<file path="src/rtl/core/utf8tx_pkg.sv">
// Shared types and constants for the UTF-16/UCS-4 to UTF-8 transcoder.
// No dependencies; design files use scoped names and the testbench imports it.
package utf8tx_pkg;

  // byte_order register codes (code 7 behaves as BO_BYTES)
  localparam logic [2:0] BO_BYTES     = 3'd0;
  localparam logic [2:0] BO_UCS4      = 3'd1;
  localparam logic [2:0] BO_UCS4_4321 = 3'd2;
  localparam logic [2:0] BO_UCS4_3412 = 3'd3;
  localparam logic [2:0] BO_UCS4_2143 = 3'd4;
  localparam logic [2:0] BO_UCS2      = 3'd5;
  localparam logic [2:0] BO_UCS2_SWAP = 3'd6;

  localparam int CP_W = 23;                          // code points up to 0x7FFFFF
  localparam logic [31:0] CP_MAX     = 32'h007F_FFFF;
  localparam logic [15:0] SUR_HI_MIN = 16'hD800;
  localparam logic [15:0] SUR_HI_MAX = 16'hDBFF;
  localparam logic [15:0] SUR_LO_MIN = 16'hDC00;
  localparam logic [15:0] SUR_LO_MAX = 16'hDFFF;
  localparam logic [20:0] PLANE1     = 21'h01_0000;

  localparam int FIFO_DEPTH = 4;
  localparam int FIFO_AW    = $clog2(FIFO_DEPTH);

  // What the back end must produce for one queued item
  typedef enum logic [1:0] {
    KIND_RAW = 2'd0,   // one byte, copied through
    KIND_CP  = 2'd1,   // code point to encode as UTF-8
    KIND_ERR = 2'd2    // single error result
  } kind_t;

  typedef struct packed {
    kind_t            kind;
    logic [CP_W-1:0]  cp;
  } entry_t;

endpackage

</file>
<file path="src/rtl/core/utf8tx_unit_if.sv">
// Input channel of the transcoder: one raw code unit per transfer.
// Depends on nothing.
interface utf8tx_unit_if;
  logic        valid;
  logic        ready;
  logic [31:0] unit_word;
  logic        stream_end;

  modport source (output valid, output unit_word, output stream_end, input ready);
  modport sink   (input valid, input unit_word, input stream_end, output ready);
endinterface

</file>
<file path="src/rtl/core/utf8tx_byte_if.sv">
// Output channel of the transcoder: one UTF-8 byte (or error marker) per transfer.
// Depends on nothing.
interface utf8tx_byte_if;
  logic       valid;
  logic       ready;
  logic [7:0] out_byte;
  logic       run_last;
  logic       error;

  modport source (output valid, output out_byte, output run_last, output error, input ready);
  modport sink   (input valid, input out_byte, input run_last, input error, output ready);
endinterface

</file>
<file path="src/rtl/core/utf8tx_front.sv">
// Front end: holds byte_order, accepts code units, undoes byte swaps, pairs
// surrogates and tracks the halt state. Pushes one entry per result run.
// Depends on utf8tx_pkg and utf8tx_unit_if.
module utf8tx_front (
  input  logic                clk,
  input  logic                rst,
  input  logic                cfg_write,
  input  logic [2:0]          cfg_wdata,
  utf8tx_unit_if.sink         units,
  input  logic                q_full,
  output logic                push,
  output utf8tx_pkg::entry_t  push_entry
);

  logic [2:0]  byte_order;
  logic        halted, halted_next;
  logic        held_valid, held_valid_next;
  logic [15:0] held, held_next;

  logic        accept;
  logic        last;
  logic [31:0] w;
  logic [31:0] cp32;
  logic [15:0] u;
  logic        u_hi, u_lo, h_hi, h_lo;
  logic [20:0] pair;
  logic        has_result;

  assign units.ready = !q_full;
  assign accept      = units.valid && units.ready;
  assign w           = units.unit_word;
  assign last        = units.stream_end;

  always_comb begin
    u = (byte_order == utf8tx_pkg::BO_UCS2_SWAP) ? {w[7:0], w[15:8]} : w[15:0];
  end

  assign u_hi = (u >= utf8tx_pkg::SUR_HI_MIN) && (u <= utf8tx_pkg::SUR_HI_MAX);
  assign u_lo = (u >= utf8tx_pkg::SUR_LO_MIN) && (u <= utf8tx_pkg::SUR_LO_MAX);
  assign h_hi = (held >= utf8tx_pkg::SUR_HI_MIN) && (held <= utf8tx_pkg::SUR_HI_MAX);
  assign h_lo = (held >= utf8tx_pkg::SUR_LO_MIN) && (held <= utf8tx_pkg::SUR_LO_MAX);

  // high surrogate supplies bits 19:10, low surrogate bits 9:0
  assign pair = utf8tx_pkg::PLANE1 +
                (h_hi ? {1'b0, held[9:0], u[9:0]} : {1'b0, u[9:0], held[9:0]});

  always_comb begin
    unique case (byte_order)
      utf8tx_pkg::BO_UCS4_4321: cp32 = {w[7:0], w[15:8], w[23:16], w[31:24]};
      utf8tx_pkg::BO_UCS4_3412: cp32 = {w[15:0], w[31:16]};
      utf8tx_pkg::BO_UCS4_2143: cp32 = {w[23:16], w[31:24], w[7:0], w[15:8]};
      default:                  cp32 = w;
    endcase
  end

  always_comb begin
    halted_next     = halted;
    held_valid_next = held_valid;
    held_next       = held;
    has_result      = 1'b0;
    push_entry.kind = utf8tx_pkg::KIND_RAW;
    push_entry.cp   = {{(utf8tx_pkg::CP_W-8){1'b0}}, w[7:0]};
    if (!halted) begin
      unique case (byte_order)
        utf8tx_pkg::BO_UCS4, utf8tx_pkg::BO_UCS4_4321,
        utf8tx_pkg::BO_UCS4_3412, utf8tx_pkg::BO_UCS4_2143: begin
          has_result = 1'b1;
          if (cp32 > utf8tx_pkg::CP_MAX) begin
            push_entry.kind = utf8tx_pkg::KIND_ERR;
            halted_next     = 1'b1;
          end else begin
            push_entry.kind = utf8tx_pkg::KIND_CP;
            push_entry.cp   = cp32[utf8tx_pkg::CP_W-1:0];
          end
        end
        utf8tx_pkg::BO_UCS2, utf8tx_pkg::BO_UCS2_SWAP: begin
          if (held_valid) begin
            has_result      = 1'b1;
            held_valid_next = 1'b0;
            held_next       = '0;
            if ((h_hi && u_lo) || (h_lo && u_hi)) begin
              push_entry.kind = utf8tx_pkg::KIND_CP;
              push_entry.cp   = {2'b00, pair};
            end else begin
              push_entry.kind = utf8tx_pkg::KIND_ERR;
              halted_next     = 1'b1;
            end
          end else if (!(u_hi || u_lo)) begin
            has_result      = 1'b1;
            push_entry.kind = utf8tx_pkg::KIND_CP;
            push_entry.cp   = {{(utf8tx_pkg::CP_W-16){1'b0}}, u};
          end else if (last) begin
            has_result      = 1'b1;
            push_entry.kind = utf8tx_pkg::KIND_ERR;
            halted_next     = 1'b1;
          end else begin
            held_valid_next = 1'b1;
            held_next       = u;
          end
        end
        default: begin
          has_result = 1'b1;
        end
      endcase
    end
    // stream end drops any held unit and lifts the halt
    if (last) begin
      halted_next     = 1'b0;
      held_valid_next = 1'b0;
      held_next       = '0;
    end
  end

  assign push = accept && has_result;

  always_ff @(posedge clk) begin
    if (rst) begin
      byte_order <= utf8tx_pkg::BO_BYTES;
      halted     <= 1'b0;
      held_valid <= 1'b0;
    end else begin
      if (cfg_write) begin
        byte_order <= cfg_wdata;
      end
      if (accept) begin
        halted     <= halted_next;
        held_valid <= held_valid_next;
      end
    end
  end

  always_ff @(posedge clk) begin
    if (accept) begin
      held <= held_next;
    end
  end

endmodule

</file>
<file path="src/rtl/core/utf8tx_fifo.sv">
// Short queue of classified items between front and back ends.
// Depends on utf8tx_pkg.
module utf8tx_fifo (
  input  logic                clk,
  input  logic                rst,
  input  logic                push,
  input  utf8tx_pkg::entry_t  push_entry,
  input  logic                pop,
  output logic                full,
  output logic                head_valid,
  output utf8tx_pkg::entry_t  head
);

  utf8tx_pkg::entry_t                 slots [utf8tx_pkg::FIFO_DEPTH];
  logic [utf8tx_pkg::FIFO_AW-1:0]     wr_ptr;
  logic [utf8tx_pkg::FIFO_AW-1:0]     rd_ptr;
  logic [utf8tx_pkg::FIFO_AW:0]       count;

  assign full       = (count == (utf8tx_pkg::FIFO_AW+1)'(utf8tx_pkg::FIFO_DEPTH));
  assign head_valid = (count != '0);
  assign head       = slots[rd_ptr];

  always_ff @(posedge clk) begin
    if (rst) begin
      wr_ptr <= '0;
      rd_ptr <= '0;
      count  <= '0;
    end else begin
      if (push) begin
        wr_ptr <= wr_ptr + 1'b1;
      end
      if (pop) begin
        rd_ptr <= rd_ptr + 1'b1;
      end
      unique case ({push, pop})
        2'b10:   count <= count + 1'b1;
        2'b01:   count <= count - 1'b1;
        default: count <= count;
      endcase
    end
  end

  always_ff @(posedge clk) begin
    if (push) begin
      slots[wr_ptr] <= push_entry;
    end
  end

endmodule

</file>
<file path="src/rtl/core/utf8tx_back.sv">
// Back end: expands a queued item into UTF-8 bytes, sent one per cycle while
// utf8 is ready via a registered output. Depends on utf8tx_pkg, utf8tx_byte_if.
module utf8tx_back (
  input  logic                clk,
  input  logic                rst,
  input  logic                head_valid,
  input  utf8tx_pkg::entry_t  head,
  output logic                pop,
  utf8tx_byte_if.source       utf8
);

  logic [7:0] bytes [6];
  logic [2:0] cnt;
  logic       cur_err;
  logic       emit;

  logic [7:0] enc [6];
  logic [2:0] enc_n;
  logic       enc_err;
  logic [31:0] c;

  logic       out_valid;
  logic [7:0] out_byte;
  logic       run_last;
  logic       error;

  assign emit = (cnt != 3'd0) && (!out_valid || utf8.ready);
  assign pop  = head_valid && ((cnt == 3'd0) || (emit && cnt == 3'd1));

  // expand the queue head into up to six bytes
  always_comb begin
    c       = {{(32-utf8tx_pkg::CP_W){1'b0}}, head.cp};
    enc_err = 1'b0;
    for (int i = 0; i < 6; i++) begin
      enc[i] = 8'h00;
    end
    enc_n = 3'd1;
    unique case (head.kind)
      utf8tx_pkg::KIND_CP: begin
        if (c <= 32'h7F) begin
          enc[0] = c[7:0];
          enc_n  = 3'd1;
        end else if (c <= 32'h7FF) begin
          enc[0] = {3'b110, c[10:6]};
          enc[1] = {2'b10, c[5:0]};
          enc_n  = 3'd2;
        end else if (c <= 32'hFFFF) begin
          enc[0] = {4'b1110, c[15:12]};
          enc[1] = {2'b10, c[11:6]};
          enc[2] = {2'b10, c[5:0]};
          enc_n  = 3'd3;
        end else if (c <= 32'h1F_FFFF) begin
          enc[0] = {5'b11110, c[20:18]};
          enc[1] = {2'b10, c[17:12]};
          enc[2] = {2'b10, c[11:6]};
          enc[3] = {2'b10, c[5:0]};
          enc_n  = 3'd4;
        end else if (c <= 32'h3F_FFFF) begin
          enc[0] = {6'b111110, c[25:24]};
          enc[1] = {2'b10, c[23:18]};
          enc[2] = {2'b10, c[17:12]};
          enc[3] = {2'b10, c[11:6]};
          enc[4] = {2'b10, c[5:0]};
          enc_n  = 3'd5;
        end else begin
          enc[0] = {7'b1111110, c[30]};
          enc[1] = {2'b10, c[29:24]};
          enc[2] = {2'b10, c[23:18]};
          enc[3] = {2'b10, c[17:12]};
          enc[4] = {2'b10, c[11:6]};
          enc[5] = {2'b10, c[5:0]};
          enc_n  = 3'd6;
        end
      end
      utf8tx_pkg::KIND_ERR: begin
        enc_err = 1'b1;
      end
      default: begin
        enc[0] = c[7:0];
      end
    endcase
  end

  always_ff @(posedge clk) begin
    if (rst) begin
      cnt       <= 3'd0;
      out_valid <= 1'b0;
    end else begin
      if (pop) begin
        cnt <= enc_n;
      end else if (emit) begin
        cnt <= cnt - 3'd1;
      end
      if (emit) begin
        out_valid <= 1'b1;
      end else if (utf8.ready) begin
        out_valid <= 1'b0;
      end
    end
  end

  always_ff @(posedge clk) begin
    if (emit) begin
      out_byte <= bytes[0];
      run_last <= (cnt == 3'd1);
      error    <= cur_err;
    end
    if (pop) begin
      bytes   <= enc;
      cur_err <= enc_err;
    end else if (emit) begin
      // advance to the next byte of the run
      for (int i = 0; i < 5; i++) begin
        bytes[i] <= bytes[i+1];
      end
      bytes[5] <= 8'h00;
    end
  end

  assign utf8.valid    = out_valid;
  assign utf8.out_byte = out_byte;
  assign utf8.run_last = run_last;
  assign utf8.error    = error;

endmodule

</file>
<file path="src/rtl/core/utf16_utf32_to_utf8_transcoder.sv">
// Top level of the UTF-16/UCS-4 to UTF-8 transcoder.
// Depends on utf8tx_pkg, the two channel interfaces, front, fifo and back.
//
// Usage:
//   units : valid/ready channel carrying one raw code unit (unit_word) and
//           stream_end; a transfer happens when valid and ready are both high.
//   utf8  : valid/ready channel carrying one UTF-8 byte, run_last on the final
//           byte of each run, and error on the single error result.
//   cfg_write/cfg_wdata : writes byte_order; write only while the block is idle.
// Path: a transferred unit is written into the queue, then loaded into the back
//   end's byte buffer, then registered onto utf8. Units that give no result (a
//   held surrogate, anything while halted) are accepted and produce nothing.
// Throughput: one unit per cycle in while the queue has room and one byte per
//   cycle out while utf8 is ready; an n-byte unit takes n output transfers and
//   a four-entry queue between classifier and serialiser absorbs the difference.
// Reset (rst, synchronous): byte_order returns to byte passthrough, the held
//   surrogate and halt state clear, and the queue and output register empty.
// When utf8 stalls the output byte holds; the queue fills and then units.ready
//   drops until a slot frees.
module utf16_utf32_to_utf8_transcoder (
  input  logic           clk,
  input  logic           rst,
  input  logic           cfg_write,
  input  logic [2:0]     cfg_wdata,
  utf8tx_unit_if.sink    units,
  utf8tx_byte_if.source  utf8
);

  logic               push;
  utf8tx_pkg::entry_t push_entry;
  logic               pop;
  logic               q_full;
  logic               head_valid;
  utf8tx_pkg::entry_t head;

  utf8tx_front u_front (
    .clk        (clk),
    .rst        (rst),
    .cfg_write  (cfg_write),
    .cfg_wdata  (cfg_wdata),
    .units      (units),
    .q_full     (q_full),
    .push       (push),
    .push_entry (push_entry)
  );

  utf8tx_fifo u_fifo (
    .clk        (clk),
    .rst        (rst),
    .push       (push),
    .push_entry (push_entry),
    .pop        (pop),
    .full       (q_full),
    .head_valid (head_valid),
    .head       (head)
  );

  utf8tx_back u_back (
    .clk        (clk),
    .rst        (rst),
    .head_valid (head_valid),
    .head       (head),
    .pop        (pop),
    .utf8       (utf8)
  );

endmodule

</file>
<file path="src/flat_wrapper.sv">
// flat-port wrapper written by rule: the top's interface ports become plain ports
module utf16_utf32_to_utf8_transcoder_flat 
  (clk, rst, cfg_write, cfg_wdata, units_valid, units_unit_word, units_stream_end, units_ready, utf8_valid, utf8_out_byte, utf8_run_last, utf8_error, utf8_ready);
  utf8tx_unit_if units_i ();
  utf8tx_byte_if utf8_i ();
  input  logic clk;
  input  logic rst;
  input  logic cfg_write;
  input  logic [2:0] cfg_wdata;
  input wire logic [$bits(units_i.valid)-1:0] units_valid;
  input wire logic [$bits(units_i.unit_word)-1:0] units_unit_word;
  input wire logic [$bits(units_i.stream_end)-1:0] units_stream_end;
  output wire logic [$bits(units_i.ready)-1:0] units_ready;
  output wire logic [$bits(utf8_i.valid)-1:0] utf8_valid;
  output wire logic [$bits(utf8_i.out_byte)-1:0] utf8_out_byte;
  output wire logic [$bits(utf8_i.run_last)-1:0] utf8_run_last;
  output wire logic [$bits(utf8_i.error)-1:0] utf8_error;
  input wire logic [$bits(utf8_i.ready)-1:0] utf8_ready;
  assign units_i.valid = units_valid;
  assign units_i.unit_word = units_unit_word;
  assign units_i.stream_end = units_stream_end;
  assign units_ready = units_i.ready;
  assign utf8_valid = utf8_i.valid;
  assign utf8_out_byte = utf8_i.out_byte;
  assign utf8_run_last = utf8_i.run_last;
  assign utf8_error = utf8_i.error;
  assign utf8_i.ready = utf8_ready;
  utf16_utf32_to_utf8_transcoder u_core (.clk(clk), .rst(rst), .cfg_write(cfg_write), .cfg_wdata(cfg_wdata), .units(units_i), .utf8(utf8_i));
endmodule
</file>
<file path="config.mk">
export PLATFORM = sky130hd
export DESIGN_NAME = utf16_utf32_to_utf8_transcoder_flat
export DESIGN_NICKNAME = d
export VERILOG_FILES = /design/src/rtl/core/utf8tx_pkg.sv /design/src/rtl/core/utf8tx_unit_if.sv /design/src/rtl/core/utf8tx_byte_if.sv /design/src/rtl/core/utf8tx_front.sv /design/src/rtl/core/utf8tx_fifo.sv /design/src/rtl/core/utf8tx_back.sv /design/src/rtl/core/utf16_utf32_to_utf8_transcoder.sv /design/src/flat_wrapper.sv
export SDC_FILE = /design/constraint.sdc
export NUM_CORES = 1
export LEC_CHECK = 0
export BUFFER_PORTS_ARGS = -buffer_cell sky130_fd_sc_hd__clkbuf_2
export CELL_PAD_IN_SITES_DETAIL_PLACEMENT = 1
export CELL_PAD_IN_SITES_GLOBAL_PLACEMENT = 1
export CORE_ASPECT_RATIO = 0.75
export CORE_UTILIZATION = 54
export DETAILED_ROUTE_END_ITERATION = 10
export PLACE_DENSITY = 0.83
export SLEW_MARGIN = 20
export SYNTH_ARGS = -nofsm -noshare
export SYNTH_HDL_FRONTEND = slang
export SYNTH_SLANG_ARGS = --single-unit
export TNS_END_PERCENT = 10
</file>
<file path="constraint.sdc">
create_clock -name clk -period 5.2 [get_ports clk]
set_input_delay 0.26 -clock clk [delete_from_list [all_inputs] [get_ports clk]]
set_output_delay 0.26 -clock clk [all_outputs]
set_load 0.05 [all_outputs]
</file>
# Word-level counts from Yosys, hierarchy flattened
# Memories as Yosys holds them, arrays and structs flattened. A register that Yosys moved wholly into a read port is not among the register bits.
# Cells that the tools add are included.
# W data, S select, Z words.
[totals]
memories = 1
ram_bits = 100
register_bits = 91
input_bits = 41
latchBits = 0
rom_bits = 0
[memory_table]
columns = ["name", "depth", "word_bits", "rd", "rd_clocked_by_memory_dff", "write_ports", "line_no", "source"]
rows = [
  ["u_core.u_fifo.slots", 4, 25, 1, 1, 1, "utf8tx_fifo.sv:14", "utf8tx_pkg::entry_t slots [utf8tx_pkg::FIFO_DEPTH];"],
]
[op_classes]
mul = 0
bitwise = 0
magnitude_cmp = 14
eq_ne = 13
muxes = 68
addsub = 6
n_div = 0
reduce_logical = 29
shifts = 0
[ops]
columns = ["cell", "n"]
rows = [
  ["$mux W40", 7],
  ["$mux W16", 8],
  ["$mux W48", 2],
  ["$pmux W32 S3", 1],
  ["$ge A16 B16 Y1 const B", 4],
  ["$le A16 B16 Y1 const B", 4],
  ["$mux W32", 2],
  ["$mux W25", 2],
  ["$pmux W25 S2", 1],
  ["$mux W24", 2],
  ["$mux W35", 1],
  ["$gt A32 B23 Y1 const B", 1],
  ["$le A23 B11 Y1 const B", 1],
  ["$le A23 B16 Y1 const B", 1],
  ["$le A23 B21 Y1 const B", 1],
  ["$le A23 B22 Y1 const B", 1],
  ["$le A23 B7 Y1 const B", 1],
  ["$mux W23", 1],
  ["$add A17 B20 Y21 const A", 1],
  ["$mux W21", 1],
  ["$mux W1", 20],
  ["$mux W20", 1],
  ["$mux W3", 6],
  ["$mux W2", 8],
  ["other kinds (23)", 52],
]

# Depth between registers and ports, before layout
[logic_depth]
depth_word = 13
depth_mapped = 13
ltp_nobuf = 11

# Cells and area by module
# A second synthesis with hierarchy kept.
[unflattened]
cells_unflattened = 904
area_unflattened_um2 = 10470.0
[by_module_without_submodules]
columns = ["module", "n_inst", "seq_area_each_um2", "area_per_inst_um2", "cells_each"]
rows = [
  ["utf8tx_fifo", 1, 3183.1, 4077.7, 174],
  ["utf8tx_front", 1, 580.6, 3246.9, 428],
  ["utf8tx_back", 1, 1701.6, 3145.5, 302],
]

# Least setup slack after synthesis
# No wires, ideal clock.
[synth_timing]
kind = "register to register"
from = "register with a tool-made name"
to = "register u_core.u_back.bytes[16] (netlist name), data pin"
stages_incl_launch_ff = 11
required_ns = 5.054
path_buffers = 4
arrival_ns = 3.028
setup_slack_ns = 2.027
path_cell_list = "dfxtp_1 -> buf_6 -> buf_8 -> buf_1 -> mux4_2 -> inv_1 -> ha_1 -> nor4b_1 -> clkbuf_1 -> nand2b_1 -> o21ai_1"
[synth_lines]
columns = ["element", "line_no", "source"]
rows = [
  ["to (signal assigned)", "utf8tx_back.sv:109", "bytes <= enc;"],
  ["to (signal, indexed assignment)", "utf8tx_back.sv:114", "bytes[i] <= bytes[i+1];"],
  ["to (decl)", "utf8tx_back.sv:12", "logic [7:0] bytes [6];"],
]

==> reports/qor.yml <==
floorplanning:
  die-area_um2: 19100
  initial_core_util_pct: 55.9
  fp.dieW_um: 159
  rows: 42
  core_area_um2: 17900
  die_y_um: 120
  ios: 53
timing:
  hold_viol: 0
  final.hold.worst_slack_ns: 0.0541
  fin_worst_skew_ns: 0.0117
  post-route-period-util_pct: 71.9
  worst_pin_slew_ns: 1.21
  fin_crit_ns: 3.74
  fmax_ghz: 0.268
  slew_headroom_pct: 19.0
  setup_tns_ns: 0
  slew_violations: 0
  setup_viol: 0
  rsz0062_at_grt: "false"
yosys:
  syn_avg_cell_area_um2: 11.4
  synthMuxAreaShare_pct: 11.5
  syn_nets: 929
  synth-xor-area-share_pct: 0.699
  synth_area_um2: 10000
  synth-compound-area-share_pct: 14.7
  yosys.area_share.simple_pct: 13.2
  syn_inst: 876
  yosysWarnings: 0
  synthAdderAreaFrac_pct: 1.57
  synth_top_family_by_area: "compound AO/OA/AOI/OAI gates"
  yosysSeqAreaShare_pct: 54.6
  synth-main-ff-cell: "edfxtp_1"
  synth-edff-count: 170
  synth-seq-cells: 188
  async_flop_share_pct: 0
  ys_types: 71
detailed_routing:
  dr_total_vias: 7973
  drt_iter0_drc: 1053
  postRouteAntennaNets: 0
  first_pass_iters: 5
  drc: 0
  routed_via_density: 6.84
  drt_wl_total_um: 32600
  wl_per_cell_um: 28.0
critical_path:
  worst_path_max_delay_cell: "nor2b_1"
  slowest_delay_ns: 0.82
  required_ns: 5.27
  worst_ep_arrival_time_ns: 3.81
  critPathLaunchType: "register"
  worstSetupPathType: "register to register"
  critPathBufInv: 1
  crit_path_end_kind: "register"
  critPathMaxFanout: 19
  r2r_slack_ns: 1.46
  crit_family: "simple AND/OR/NAND/NOR gates"
  worstPathCellList: "nor2b_1 -> a21oi_1 -> and4_1 -> o21ai_1 -> buf_4 -> nand2b_1 -> o221ai_1"
finish:
  nFillCells: 1851
  finish.utilization_pct: 62.0
  drive_gt1_share_pct: 17.4
  area_growth_pct: 11.0
  nNetsFinal: 963
  final_cells: 1165
  diodes: 0
clock_network:
  cts-root-buf: "clkbuf_16"
  cts_buffers: 17
  cts_setup_buffers: 0
  cts_hold_buf: 0
  cts.path.max_buffers: 2
  cts.repair.resized: 0
  cts_tree: "yes"
  clk_latency_ns: 0.45
  cts_sinks: 188
  cts.clk_slew.worst_paths_ns: 0.08
  cts_max_level: 4
power:
  power_density_nw_per_um2: 554
  vdd_drop_max_uv: 396
  p_leak_uw: 0.00408
global_route:
  gr-usage-met3_pct: 11.1
  grtUsageMet2_pct: 53.3
  track_usage_pct: 35.4
  busiest_layer: "met2"
  grt_pass1_wl_um: 50300
  grt_pass1_vias: 8234
  grt_start_max_net_pins: 47
  grt_antenna_before_repair: 1
  overflow: 0
  use_met1_pct: 49.9
place:
  port-buffer-count: 52
  dp_hpwl_um: 22700
  gp_congestion: 0.980
  dp_cells: 1133
min_path:
  hp-class: "input pin to register"
flow_run:
  maxCapViolations: 0
status:
  status: "finished, final reports clean"
[registers in the layout (all words and copies together) (netlist names), 2 cells and up, named ones only]
name,cells
u_core.u_back.bytes,43
u_core.u_back.cnt,3
u_core.u_back.utf8.out_byte,8
u_core.u_fifo.count,3
u_core.u_fifo.rd_ptr,2
u_core.u_fifo.slots,100
u_core.u_fifo.wr_ptr,2
u_core.u_front.byte_order,3
u_core.u_front.held,16
[placed cells by master (no fill, tap or decap), types with 9 or more instances in the layout]
cell type	instances
edfxtp_1	170
a221oi_1	23
nor2_1	82
o21ai_0	35
ha_1	11
dfxtp_1	17
clkbuf_16	17
nand2_1	64
o211ai_1	9
a31oi_1	18
nor4_1	19
or4_1	9
mux2_2	12
a21oi_1	74
inv_1	31
o21ai_1	20
buf_4	23
nand2b_1	16
mux2i_1	45
clkbuf_2	52
mux4_2	25
[worst paths after layout]
path,from,to,depth (start not counted)
min,cfg_wdata[1],u_core.u_front.byte_order[1],3
min reg2reg,u_core.u_back.cur_err,u_core.u_back.utf8.error,0
max,u_core.u_front.byte_order[2],u_core.u_fifo.slots[0][7],7
max reg2reg,u_core.u_front.byte_order[2],u_core.u_fifo.slots[0][7],7
[metrics by stage]
step           total power (uW)  instance area, um2  setup slack (ns)
6_report                   6160               11100              1.46
5_1_grt                    6400               11100              1.21
4_1_cts                    6100               11100              1.41
3_5_place_dp               4770               10500              1.53
3_3_place_gp               4600               10500              1.75
2_1_floorplan              4010               10000              2.03
[metal layers]
| metal | part of all wire [%] | vias to the layer above |
|---|---|---|
| li1 | - | 3442 |
| met1 | 41 | 4016 |
| met2 | 45 | 448 |
| met3 | 12 | 65 |
| met4 | 1.6 | 2 |
| met5 | 0.034 | - |
[where the power goes]
group | switching [uW] | internal (uW)
Combinational | 1730 | 742
Clock | 665 | 648
Sequential | 170 | 2210
Total | 2560 | 3600
[kinds of logic (layout without fill, tap and decap cells)]
logic type	Yosys count	in the layout
AO/OA/AOI/OAI	230	230
AND/OR/NAND/NOR	261	261
buffers and inverters	95	142
multiplexers	82	82
flip-flops	188	188
XOR/XNOR	8	8
adder cells (fa/ha/maj)	12	12
[cells in the mapped netlist, drive strengths merged, types with 16 or more instances]
library cell	instances	share of area, %
nand2	64	2.4
nor2	82	3.1
mux2i	45	4.5
clkbuf	45	1.7
o21ai	55	2.7
nand2b	16	1.0
nor4	21	1.5
dfxtp	18	3.6
mux4	25	5.6
inv	31	1.2
a221oi	23	2.0
edfxtp	170	51
a21oi	74	3.7
a31oi	18	1.1
[layout make-up]
type / count / area [um2] / area share (%)
repair buffers: 75 / 433 / 3.89
well taps: 242 / 303 / 2.72
flip-flops and latches: 188 / 5470 / 49.2
inverters: 35 / 131 / 1.18
multi-input cells: 593 / 4190 / 37.7
clock inverters: 15 / 170 / 1.53
clock buffers: 17 / 425 / 3.83
[worst min-delay path, cell delays in order]
cell and delay, ns:
clkbuf_2 0.07, mux2i_1 0.06, nor2_1 0.08
(Power assumes the default switching activity.)
